File: src/dlle_pkg.sv
// shared constants and types for the doubly linked list engine
package dlle_pkg;
   localparam int Capacity = 64;
   localparam int IdxW = 7;
   localparam int SlotW = 6;
   localparam int ValW = 32;
   localparam int SumW = 40;

   localparam logic [IdxW-1:0] NIL = 7'd64;

   localparam logic [2:0] OP_INS_HEAD = 3'd0;
   localparam logic [2:0] OP_INS_TAIL = 3'd1;
   localparam logic [2:0] OP_INS_BEFORE = 3'd2;
   localparam logic [2:0] OP_DELETE = 3'd3;
   localparam logic [2:0] OP_AVERAGE = 3'd4;

   localparam logic [1:0] ST_OK = 2'd0;
   localparam logic [1:0] ST_EMPTY = 2'd1;
   localparam logic [1:0] ST_NOTFOUND = 2'd2;
   localparam logic [1:0] ST_FULL = 2'd3;

   typedef struct packed {
      logic start;
      logic neg;
   } div_ctl_type;
endpackage

File: src/dlle_divider.sv
// restoring divider for the average: magnitude of sum by entry count
module dlle_divider (
   input  logic clock,
   input  logic reset,
   input  dlle_pkg::div_ctl_type ctl,
   input  logic [dlle_pkg::SumW-1:0] dividend_mag,
   input  logic [dlle_pkg::IdxW-1:0] divisor,
   output logic done,
   output logic [dlle_pkg::ValW-1:0] quotient
);
   logic [dlle_pkg::SumW-1:0] q_ff, q_in;
   logic [dlle_pkg::IdxW:0] r_ff, r_in;
   logic [dlle_pkg::IdxW-1:0] d_ff, d_in;
   logic [5:0] cnt_ff, cnt_in;
   logic busy_ff, busy_in, neg_ff, neg_in, done_ff, done_in;
   logic [dlle_pkg::IdxW:0] trial;
   logic [dlle_pkg::SumW-1:0] qs;

   always_comb begin
      q_in = q_ff; r_in = r_ff; d_in = d_ff; cnt_in = cnt_ff;
      busy_in = busy_ff; neg_in = neg_ff; done_in = 1'b0;
      trial = {r_ff[dlle_pkg::IdxW-1:0], q_ff[dlle_pkg::SumW-1]};
      if (ctl.start) begin
         q_in = dividend_mag; r_in = '0; d_in = divisor;
         cnt_in = 6'(dlle_pkg::SumW); busy_in = 1'b1; neg_in = ctl.neg;
      end else if (busy_ff) begin
         q_in = {q_ff[dlle_pkg::SumW-2:0], 1'b0};
         if (trial >= {1'b0, d_ff}) begin
            r_in = trial - {1'b0, d_ff};
            q_in[0] = 1'b1;
         end else begin
            r_in = trial;
         end
         cnt_in = cnt_ff - 6'd1;
         if (cnt_ff == 6'd1) begin
            busy_in = 1'b0; done_in = 1'b1;
         end
      end
   end

   always_ff @(posedge clock) begin
      q_ff <= q_in; r_ff <= r_in; d_ff <= d_in; cnt_ff <= cnt_in; neg_ff <= neg_in;
      if (reset) begin
         busy_ff <= 1'b0; done_ff <= 1'b0;
      end else begin
         busy_ff <= busy_in; done_ff <= done_in;
      end
   end

   assign qs = neg_ff ? (~q_ff + 1'b1) : q_ff;
   assign done = done_ff;
   assign quotient = qs[dlle_pkg::ValW-1:0];
endmodule

File: src/doubly_linked_list_engine_unit.sv
// top level of the doubly linked list engine
// unused opcode or early status goes straight to the response; insert head/tail adds one node
// insert before and delete walk from the head to the first match; a miss walks the whole list
// average walks every node, then divides the sum by the entry count for the result
// one request at a time; the result register frees the core while a response waits
// synchronous active-high reset empties the list; node memory needs no clearing
module doubly_linked_list_engine_unit (
   input  logic clock,
   input  logic reset,
   input  logic req_valid,
   output logic req_ready,
   input  logic [2:0] req_opcode,
   input  logic signed [31:0] req_value,
   input  logic signed [31:0] req_reference,
   output logic rsp_valid,
   input  logic rsp_ready,
   output logic [1:0] rsp_status,
   output logic signed [31:0] rsp_average,
   output logic [6:0] rsp_entry_total
);
   localparam int IW = dlle_pkg::IdxW;
   localparam int SW = dlle_pkg::SlotW;
   localparam int NW = dlle_pkg::ValW + 2 * IW;

   localparam logic [3:0] S_IDLE = 4'd0;
   localparam logic [3:0] S_ALLOC = 4'd1;
   localparam logic [3:0] S_RD = 4'd2;
   localparam logic [3:0] S_CHK = 4'd3;
   localparam logic [3:0] S_LINK1 = 4'd4;
   localparam logic [3:0] S_LINK2 = 4'd5;
   localparam logic [3:0] S_DIVW = 4'd6;
   localparam logic [3:0] S_RESP = 4'd7;
   localparam logic [3:0] S_DRD = 4'd8;
   localparam logic [3:0] S_DCHK = 4'd9;

   // node memory: value, next, prev packed in one word
   logic [NW-1:0] mem [dlle_pkg::Capacity];
   logic [NW-1:0] rd_q;
   logic we;
   logic [SW-1:0] waddr, raddr;
   logic [NW-1:0] wdata;

   always_ff @(posedge clock) begin
      if (we) mem[waddr] <= wdata;
      rd_q <= mem[raddr];
   end

   logic [31:0] q_val;
   logic [IW-1:0] q_next, q_prev;
   assign q_val = rd_q[NW-1 -: 32];
   assign q_next = rd_q[2*IW-1 -: IW];
   assign q_prev = rd_q[IW-1:0];

   logic [3:0] st_ff, st_in;
   logic [dlle_pkg::Capacity-1:0] free_ff, free_in;
   logic [IW-1:0] head_ff, head_in, tail_ff, tail_in, cnt_ff, cnt_in;
   logic [IW-1:0] cur_ff, cur_in, tgt_ff, tgt_in, nslot_ff, nslot_in;
   logic [IW-1:0] tprev_ff, tprev_in, tnext_ff, tnext_in, walked_ff, walked_in;
   logic [2:0] op_ff, op_in;
   logic [31:0] val_ff, val_in, ref_ff, ref_in;
   logic signed [dlle_pkg::SumW-1:0] sum_ff, sum_in;
   logic [1:0] status_ff, status_in;
   logic [31:0] avg_ff, avg_in;
   logic rv_ff, rv_in;
   // result register, loaded when a request finishes
   logic [1:0] out_status_ff, out_status_in;
   logic [31:0] out_avg_ff, out_avg_in;
   logic [IW-1:0] out_total_ff, out_total_in;
   logic [IW-1:0] lowfree;
   dlle_pkg::div_ctl_type dctl;
   logic ddone;
   logic [31:0] dq;
   logic [dlle_pkg::SumW-1:0] dmag;

   // lowest free slot by priority scan
   always_comb begin
      lowfree = dlle_pkg::NIL;
      for (int i = dlle_pkg::Capacity - 1; i >= 0; i--)
         if (free_ff[i]) lowfree = IW'(i);
   end

   // divider loads the finished sum, last node included
   assign dmag = sum_in[dlle_pkg::SumW-1] ? dlle_pkg::SumW'(-sum_in) : sum_in;

   dlle_divider u_div (
      .clock(clock), .reset(reset), .ctl(dctl), .dividend_mag(dmag),
      .divisor(cnt_ff), .done(ddone), .quotient(dq)
   );

   assign req_ready = (st_ff == S_IDLE);

   always_comb begin
      st_in = st_ff; free_in = free_ff; head_in = head_ff; tail_in = tail_ff;
      cnt_in = cnt_ff; cur_in = cur_ff; tgt_in = tgt_ff; nslot_in = nslot_ff;
      tprev_in = tprev_ff; tnext_in = tnext_ff; walked_in = walked_ff;
      op_in = op_ff; val_in = val_ff; ref_in = ref_ff; sum_in = sum_ff;
      status_in = status_ff; avg_in = avg_ff; rv_in = rv_ff;
      out_status_in = out_status_ff; out_avg_in = out_avg_ff; out_total_in = out_total_ff;
      we = 1'b0; waddr = '0; wdata = '0; raddr = cur_ff[SW-1:0];
      dctl = '0;
      if (rv_ff && rsp_ready) rv_in = 1'b0;
      unique case (st_ff)
         S_IDLE: begin
            if (req_valid && req_ready) begin
               op_in = req_opcode; val_in = req_value; ref_in = req_reference;
               status_in = dlle_pkg::ST_OK; avg_in = '0; sum_in = '0;
               cur_in = head_ff; walked_in = '0;
               priority if (req_opcode == dlle_pkg::OP_INS_HEAD
                            || req_opcode == dlle_pkg::OP_INS_TAIL) begin
                  if (cnt_ff == dlle_pkg::NIL) begin
                     status_in = dlle_pkg::ST_FULL; st_in = S_RESP;
                  end else st_in = S_ALLOC;
               end else if (req_opcode == dlle_pkg::OP_INS_BEFORE) begin
                  if (cnt_ff == '0) begin
                     status_in = dlle_pkg::ST_EMPTY; st_in = S_RESP;
                  end else if (cnt_ff == dlle_pkg::NIL) begin
                     status_in = dlle_pkg::ST_FULL; st_in = S_RESP;
                  end else st_in = S_RD;
               end else if (req_opcode == dlle_pkg::OP_DELETE
                            || req_opcode == dlle_pkg::OP_AVERAGE) begin
                  if (cnt_ff == '0) begin
                     status_in = dlle_pkg::ST_EMPTY; st_in = S_RESP;
                  end else st_in = S_RD;
               end else begin
                  st_in = S_RESP;
               end
            end
         end
         S_ALLOC: begin
            // write new node; unless the list was empty, fix neighbor link via read-modify-write
            nslot_in = lowfree;
            free_in[lowfree[SW-1:0]] = 1'b0;
            cnt_in = cnt_ff + 1'b1;
            we = 1'b1; waddr = lowfree[SW-1:0];
            if (head_ff == dlle_pkg::NIL) begin
               wdata = {val_ff, dlle_pkg::NIL, dlle_pkg::NIL};
               head_in = lowfree; tail_in = lowfree; st_in = S_RESP;
            end else if (op_ff == dlle_pkg::OP_INS_HEAD) begin
               wdata = {val_ff, head_ff, dlle_pkg::NIL};
               head_in = lowfree; tgt_in = head_ff;
               raddr = head_ff[SW-1:0]; st_in = S_LINK1;
            end else begin
               wdata = {val_ff, dlle_pkg::NIL, tail_ff};
               tail_in = lowfree; tgt_in = tail_ff;
               raddr = tail_ff[SW-1:0]; st_in = S_LINK1;
            end
         end
         S_LINK1: begin
            we = 1'b1; waddr = tgt_ff[SW-1:0];
            if (op_ff == dlle_pkg::OP_INS_HEAD)
               wdata = {q_val, q_next, nslot_ff};
            else
               wdata = {q_val, nslot_ff, q_prev};
            st_in = S_RESP;
         end
         S_RD: begin
            raddr = cur_ff[SW-1:0];
            st_in = S_CHK;
         end
         S_CHK: begin
            walked_in = walked_ff + 1'b1;
            if (op_ff == dlle_pkg::OP_AVERAGE) begin
               sum_in = sum_ff + dlle_pkg::SumW'(signed'(q_val));
               if (q_next == dlle_pkg::NIL || walked_ff + 1'b1 == dlle_pkg::NIL) begin
                  dctl.start = 1'b1;
                  dctl.neg = sum_in[dlle_pkg::SumW-1];
                  st_in = S_DIVW;
               end else begin
                  cur_in = q_next; st_in = S_RD;
               end
            end else if (q_val == ref_ff) begin
               tgt_in = cur_ff; tprev_in = q_prev; tnext_in = q_next;
               if (op_ff == dlle_pkg::OP_INS_BEFORE) begin
                  // new node takes target's place before it
                  nslot_in = lowfree;
                  free_in[lowfree[SW-1:0]] = 1'b0;
                  cnt_in = cnt_ff + 1'b1;
                  we = 1'b1; waddr = lowfree[SW-1:0];
                  wdata = {val_ff, cur_ff, q_prev};
                  st_in = S_LINK2;
                  if (q_prev == dlle_pkg::NIL) head_in = lowfree;
               end else begin
                  free_in[cur_ff[SW-1:0]] = 1'b1;
                  cnt_in = cnt_ff - 1'b1;
                  if (q_prev == dlle_pkg::NIL) head_in = q_next;
                  if (q_next == dlle_pkg::NIL) tail_in = q_prev;
                  st_in = S_DRD;
               end
            end else if (q_next == dlle_pkg::NIL || walked_ff + 1'b1 == dlle_pkg::NIL) begin
               status_in = dlle_pkg::ST_NOTFOUND; st_in = S_RESP;
            end else begin
               cur_in = q_next; st_in = S_RD;
            end
         end
         S_LINK2: begin
            // target prev -> new node; then read old prev to relink its next
            raddr = tprev_ff[SW-1:0];
            we = 1'b1; waddr = tgt_ff[SW-1:0];
            wdata = {ref_ff, tnext_ff, nslot_ff};
            if (tprev_ff == dlle_pkg::NIL) st_in = S_RESP;
            else begin
               op_in = dlle_pkg::OP_INS_TAIL; tgt_in = tprev_ff; st_in = S_LINK1;
            end
         end
         S_DRD: begin
            // relink prev.next, then next.prev
            if (tprev_ff != dlle_pkg::NIL) begin
               raddr = tprev_ff[SW-1:0]; st_in = S_DCHK;
            end else if (tnext_ff != dlle_pkg::NIL) begin
               // deleting the head: the next node's new prev is nil
               raddr = tnext_ff[SW-1:0]; tprev_in = tnext_ff; cur_in = dlle_pkg::NIL;
               tnext_in = dlle_pkg::NIL; tgt_in = dlle_pkg::NIL; st_in = S_DCHK;
            end else st_in = S_RESP;
         end
         S_DCHK: begin
            we = 1'b1; waddr = tprev_ff[SW-1:0];
            if (tgt_ff == dlle_pkg::NIL) begin
               // fixing next node's prev; tgt holds nothing, prev saved in cur
               wdata = {q_val, q_next, cur_ff};
               st_in = S_RESP;
            end else begin
               wdata = {q_val, tnext_ff, q_prev};
               if (tnext_ff != dlle_pkg::NIL) begin
                  raddr = tnext_ff[SW-1:0];
                  cur_in = tprev_ff; tprev_in = tnext_ff; tgt_in = dlle_pkg::NIL;
                  st_in = S_DCHK;
                  // read issued now returns next cycle
               end else st_in = S_RESP;
            end
         end
         S_DIVW: begin
            if (ddone) begin
               avg_in = dq; st_in = S_RESP;
            end
         end
         S_RESP: begin
            // wait only while an older response is still held
            if (!rv_ff || rsp_ready) begin
               rv_in = 1'b1; st_in = S_IDLE;
               out_status_in = status_ff; out_avg_in = avg_ff; out_total_in = cnt_ff;
            end
         end
         default: st_in = S_IDLE;
      endcase
   end

   always_ff @(posedge clock) begin
      op_ff <= op_in; val_ff <= val_in; ref_ff <= ref_in; sum_ff <= sum_in;
      tgt_ff <= tgt_in; nslot_ff <= nslot_in; tprev_ff <= tprev_in;
      tnext_ff <= tnext_in; walked_ff <= walked_in; avg_ff <= avg_in;
      status_ff <= status_in; cur_ff <= cur_in;
      out_status_ff <= out_status_in; out_avg_ff <= out_avg_in;
      out_total_ff <= out_total_in;
      if (reset) begin
         st_ff <= S_IDLE; free_ff <= '1; head_ff <= dlle_pkg::NIL;
         tail_ff <= dlle_pkg::NIL; cnt_ff <= '0; rv_ff <= 1'b0;
      end else begin
         st_ff <= st_in; free_ff <= free_in; head_ff <= head_in;
         tail_ff <= tail_in; cnt_ff <= cnt_in; rv_ff <= rv_in;
      end
   end

   assign rsp_valid = rv_ff;
   assign rsp_status = out_status_ff;
   assign rsp_average = out_avg_ff;
   assign rsp_entry_total = out_total_ff;
endmodule
File: config.mk
export PLATFORM = sky130hd
export DESIGN_NAME = doubly_linked_list_engine_unit
export DESIGN_NICKNAME = d
export VERILOG_FILES = /design/src/dlle_pkg.sv /design/src/dlle_divider.sv /design/src/doubly_linked_list_engine_unit.sv
export SDC_FILE = /design/constraint.sdc
export NUM_CORES = 2
export LEC_CHECK = 0
export ABC_AREA = 1
export BUFFER_PORTS_ARGS = -buffer_cell sky130_fd_sc_hd__buf_2
export CAP_MARGIN = 20
export CORE_MARGIN = 4
export CORE_UTILIZATION = 30
export DETAILED_ROUTE_END_ITERATION = 8
export SYNTH_ARGS = -nofsm -noshare
export SYNTH_HDL_FRONTEND = slang
export SYNTH_SLANG_ARGS = --single-unit
File: constraint.sdc
create_clock -name clock -period 5.5 [get_ports clock]
set_clock_uncertainty 0.1 [all_clocks]
set_input_delay 0.55 -clock clock [delete_from_list [all_inputs] [get_ports clock]]
set_output_delay 0.55 -clock clock [all_outputs]
set_load 0.02 [all_outputs]
# After elaboration in Yosys (flattened, before gate mapping)
# Memory sizes are Yosys's and may differ from the RTL's. A register that Yosys moved wholly into a read port is not among the register bits.
# Cells that the tools add are included.
[totals]
ff_bits = 377
mem_bits_rw = 2944
in_bits = 71
word_cells = 339
memories = 1
[classes]
add_sub_neg = 8
magnitude_cmp = 5
eq_ne = 46
n_mux = 205
n_bitwise = 5
reduce_logical = 41
[memory_table]
columns = ["memory", "words", "width", "read_ports", "rd_clocked_by_memory_dff", "wr", "line", "text"]
rows = [
  ["mem", 64, 46, 1, 1, 1, "doubly_linked_list_engine_unit.sv:37", "logic [NW-1:0] mem [dlle_pkg::Capacity];"],
]
[ops]
columns = ["cell", "n"]
rows = [
  ["2-to-1 mux 7 bit", 108],
  ["one-hot mux 46 bit (5 select lines)", 1],
  ["2-to-1 mux 40 bit", 5],
  ["2-to-1 mux 64 bit", 3],
  ["2-to-1 mux 46 bit", 3],
  ["one-hot mux 64 bit (2 select lines)", 1],
  ["2-to-1 mux 32 bit", 3],
  ["one-hot mux 7 bit (2 select lines)", 6],
  ["one-hot mux 40 bit (2 select lines)", 1],
  ["bitwise AND 64 bit", 1],
  ["NOT 64 bit", 1],
  ["bitwise OR 64 bit", 1],
  ["one-hot mux 32 bit (2 select lines)", 1],
  ["2-to-1 mux 14 bit", 4],
  ["== test 7 bit, second input constant", 7],
  ["2-to-1 mux 4 bit", 12],
  ["2-to-1 mux 6 bit", 8],
  ["one-hot mux 6 bit (4 select lines)", 2],
  ["adder 40 x 32 -> 40 bit", 1],
  ["negation 40 bit", 1],
  ["one-hot mux 4 bit (10 select lines)", 1],
  ["one-hot mux 7 bit (5 select lines)", 1],
  ["adder 32 x 1 -> 32 bit, second input constant", 1],
  ["== test 32 bit", 1],
  ["49 further kinds", 136],
]

# Longest topological paths before layout
[logic_depth]
word_depth = 74
depth_mapped = 69
mapped_depth_nobuf = 68

# By module
# A second synthesis with hierarchy kept.
[unflattened]
cells_unflattened = 11416
area_unflattened_um2 = 138303.9
[by_module_without_submodules]
columns = ["mod", "instances", "cells_per_inst", "area_each_um2", "seq_area_each_um2"]
rows = [
  ["doubly_linked_list_engine_unit", 1, 10878, 134283.8, 97453.5],
  ["dlle_divider", 1, 538, 4020.1, 1741.7],
]

# Worst setup path after synthesis
# No wires, ideal clock.
[synth_timing]
kind = "reg2reg"
from = "register free_ff[61] (netlist bit)"
to = "memory mem[11][0] (netlist bit) (enable)"
t_arrival_ps = 5386
required_time_ps = 4950
path_slack_ps = -436
path_stages_with_launch = 67
period_less_slack_ps = 5936
cell_sequence = "dfxtp_1 > inv_2 > nand2_1 > nand2_1 > nand2_1 > nand2_1 > nand2_1 > nand2_1 > nand2_1 > nand2_1 > nand2_1 > nand2_1 > nand2_1 > nand2_1 > nand2_1 > nand2_1 > nand2_1 > nand2_1 > [31 not listed] > nand2_1 > nand2_1 > nand2_1 > nand2_1 > nand2_1 > nand2_1 > nand2_1 > nand2_1 > nand2_1 > nand2_1 > nand2_1 > nand2_1 > nand2_1 > nand2_1 > nand3_1 > nand2_1 > nand2_1 > nor2_1"
[synth_between]
elab_chain_cells = 66
[synth_rtl]
columns = ["element", "line", "text"]
rows = [
  ["start: declaration", "doubly_linked_list_engine_unit.sv:55", "logic [dlle_pkg::Capacity-1:0] free_ff, free_in;"],
  ["start signal: assignment", "doubly_linked_list_engine_unit.sv:258", "st_ff <= st_in; free_ff <= free_in; head_ff <= head_in;"],
  ["2-to-1 mux 7 bit * (62 in series)", "doubly_linked_list_engine_unit.sv:79", "if (free_ff[i]) lowfree = IW'(i);"],
  ["2-to-1 mux 6 bit", "doubly_linked_list_engine_unit.sv:173", "if (op_ff == dlle_pkg::OP_INS_BEFORE) begin"],
  ["2-to-1 mux 6 bit", "doubly_linked_list_engine_unit.sv:171", "end else if (q_val == ref_ff) begin"],
  ["2-to-1 mux 6 bit", "doubly_linked_list_engine_unit.sv:162", "if (op_ff == dlle_pkg::OP_AVERAGE) begin"],
  ["one-hot mux 6 bit (4 select lines) *", "doubly_linked_list_engine_unit.sv:102", "unique case (st_ff)"],
  ["end: declaration", "doubly_linked_list_engine_unit.sv:37", ""],
]
# Mark *: on every way between the ends. The rest lies on a longest branch, timed or not.

# Worst setup path after layout
[layout_timing]
from = "register free_ff[62] (netlist bit)"
to = "memory mem[18][26] (netlist bit) (enable)"
[layout_between]
elab_chain_cells = 67
[layout_rtl]
columns = ["element", "line"]
rows = [
  ["2-to-1 mux 7 bit * (63 in series)", "doubly_linked_list_engine_unit.sv:79"],
  ["2-to-1 mux 6 bit", "doubly_linked_list_engine_unit.sv:173"],
  ["2-to-1 mux 6 bit", "doubly_linked_list_engine_unit.sv:171"],
  ["2-to-1 mux 6 bit", "doubly_linked_list_engine_unit.sv:162"],
  ["one-hot mux 6 bit (4 select lines) *", "doubly_linked_list_engine_unit.sv:102"],
]
# Marks and branches as above.

==> impl_results.md <==
* Root Buffer: clkbuf_16
* Total gr overflow at 0
* Min Tclk post-route at 5.59 ns
* Post-synth top area share at 0.692
* Post-DRT Antenna Nets at 0
* Core footprint at 457000 µm²
* Worst setup margin at -0.0854 ns
* Slew Limit Fails at 0
* Drt wl/cell at 24.0 µm
* Post-synthesis register bit count at 3367
* Yosys cell types at 63
* Critical Path Slowest Stage Cell: dfxtp_2
* GRT Util Overall at 0.174
* Reg-to-Reg End: mem[18][26]
* Synth Area per Inst at 12.2 µm²
* Slew HR at 0.272
* CP most frequent cell: nand2_1
* Vias in the first global route at 89566
* Most common cell in the netlist: edfxtp_1
* RSZ-0062 raised after global routing: true
* H-tree Lvls at 5
* CP Buf/Inv Count at 7
* Area leader, netlist: edfxtp_1
* # setup viols final at 366
* Clk Latency, worst-skew pair at 0.99 ns
* Main synth FF type: edfxtp_1
* # IOs at 114
* Die Wd at 686 µm
* DPL Wire Length at 278000 µm
* Mapped Area at 138000 µm²
* Placed cells at 17555
* Largest net degree at the start of global routing at 134
* CTS tree: done
* Max stage delay on crit path at 0.34 ns
* Reg-to-reg slack, setup at -0.09 ns
* Max-Cap Viols at 0
* Row count at 248
* Crit path depth at 72
* Hold depth at 5
* Synth area leaders: edfxtp_1 (69%), nor2_1 (8.0%), o21ai_0 (4.8%)
* List of most frequent post-synthesis cells: edfxtp_1 (3176), nor2_1 (2924), o21ai_0 (1333)
* Via/cell ratio at 5.26
* F_max at 179 MHz
* IO Port Bufs at 113
* Peak supply drop at 537 µV
* Die area at 470000 µm²
* Post-DP Area at 153000 µm²
* DR iter-0 viols at 12971
* Max Root-Sink Buffers at 4
* Worst R2R Path Depth at 72
* Synthesized Nets at 11384
* Top Family by Delay on Critical Path: simple AND/OR/NAND/NOR gates
* CTS Buf Count at 337
* Routed WL at 441000 µm
* Final Hold Vio Count at 0
* Synth Instances at 11258
* GPL Wtd Cong at 0.889
* First-pass GRT wire length at 621000 µm
* Vias at 96677
* Number of synthesized flops with an enable pin at 3176
* CTS clk-pin slew, worst paths at 0.07 ns
* Initial Utilization at 0.302
* Chip height at 686 µm
* Worst EP required at 6.06 ns
* FF-to-FF Start: free_ff[62]
* Pre-antenna DRT Iters at 6
* Register area share after synthesis at 0.720
* Final period util at 1.02
* Hold Crit Class: input port to register
* Synth warn at 0
* Final nets at 12098
* Fillers at 43744
* Fin area at 168000 µm²
* Slew of the pin with the lowest slew margin at 1.09 ns
* Hold EP: st_ff[2]
* Crit. End Element: register
* PD cells at 631 nW/µm²
* Share of cells above drive strength 1 at 0.141
* FFs w/ async S/R, synth at 0
* WS Path Type: register to register
* Hold path start: req_valid
* CP Launch Type: register
* Crit path max fanout at 8
* Initial antenna violation count at 25
* Syn-to-layout area delta at 21.9%
* Failing checks: negative setup slack
* Crit path DAT at 6.14 ns
* Post-Layout Cell Count at 18374
* Clk sink count at 3367
* Leakage at 56.5 nW
* Run status: complete, but fails checks
* Remaining DRCs at 0
## layout make-up
type | instances | area, µm² | area share
diodes | 8 | 20.0 | 0.000119
clock buffers | 412 | 8920 | 0.0532
clock inverters | 196 | 2170 | 0.0129
inverters | 368 | 1420 | 0.00844
multi-input cells | 6793 | 35300 | 0.210
flip-flops and latches | 3367 | 99200 | 0.591
well taps | 6125 | 7660 | 0.0457
repair buffers | 1105 | 13200 | 0.0787
## worst max path at each step
| stage | to | start | slack (ns) |
|---|---|---|---|
| 3_5_place_dp | mem[30][4] | free_ff[62] | -0.22 |
| 6_report | mem[18][26] | free_ff[62] | -0.09 |
| 3_3_place_gp | mem[30][4] | free_ff[62] | -0.84 |
| 5_1_grt | mem[34][45] | free_ff[62] | -0.58 |
| 4_1_cts | mem[30][8] | free_ff[62] | -0.01 |
| 2_1_floorplan | mem[11][0] | free_ff[61] | -0.44 |
## power by group
part	switching, mW	internal, mW	leakage [nW]
clock network	10.2	13.2	5.37
registers	0.855	32.9	30.8
logic	34.3	14.4	20.3
total	45.3	60.6	56.5
## layout by cell type (no fill, tap or decap), types with 52 or more instances in the layout
master	n
a21oi_1	250
buf_12	278
buf_2	113
buf_4	537
clkbuf_1	61
clkbuf_16	406
clkinv_1	59
clkinv_2	52
dfxtp_1	188
dlygate4sd3_1	68
edfxtp_1	3176
ha_1	53
inv_1	340
nand2_1	659
nand3_1	202
nor2_1	2855
nor2_4	70
nor3_1	65
o21ai_0	1324
o221ai_1	198
o32ai_1	737
xor2_1	53
## metrics by stage
| stage | power, mW | setup slack (ns) | utilization | hold slack (ns) | TNS [ns] |
|---|---|---|---|---|---|
| floorplan | 57.0 | -0.436 | - | 0.300 | -1209.09 |
| global placement | 81.4 | -0.843 | 0.335 | 0.302 | -1495.86 |
| detailed placement | 81.6 | -0.225 | 0.335 | 0.305 | -30.61 |
| CTS | 105 | -0.0149 | 0.361 | 0.0202 | -0.145 |
| global route | 110 | -0.578 | 0.367 | 0.125 | -1181.97 |
| finish | 106 | -0.0854 | 0.367 | 0.0995 | -11.95 |
## worst min-delay path: cells and delay by family
family                 cells  cell delay [ns]
buffers and inverters      1             0.12
AOI/OAI and AO/OA          1             0.06
and+or+nand+nor            3             0.40
## timing repair
action / in CTS / in global routing
buffers inserted: 15 / 39
endpoints found under the setup margin: 536 / 3006
endpoints found under the hold margin: 71 / 0
hold buffers: 68 / 0
pin swaps: 5 / 25
cloned: 2 / 80
gates resized for setup: 15 / 88
## sequential cells by signal, indices dropped and copies added, names as in the netlist, 32 cells and up
name	flops
ref_ff	32
rd_q	46
rsp_average	32
val_ff	32
mem	2944
avg_ff	32
u_div.q_ff	40
sum_ff	40
free_ff	64
## cells by family (layout without fill, tap and decap cells)
kind of cell | count (synthesis) | in the layout | synth area share
AOI/OAI and AO/OA | 2679 | 2679 | 0.126
other | 0 | 8 | 0
DFF | 3367 | 3367 | 0.720
muxes | 1 | 1 | 0.000109
buffers and inverters | 1098 | 2081 | 0.0303
xor gates and xnor gates | 71 | 71 | 0.00452
adders and majority gates | 55 | 55 | 0.00511
and+or+nand+nor | 3987 | 3987 | 0.114
## per-layer routing
layer / global-route usage / share of wire
met1: 0.256 / 0.42
met2: 0.258 / 0.43
met3: 0.0404 / 0.11
met4: 0.0458 / 0.029
met5: 0 / 0.000048
No activity file was read; power rests on OpenSTA's default activity.
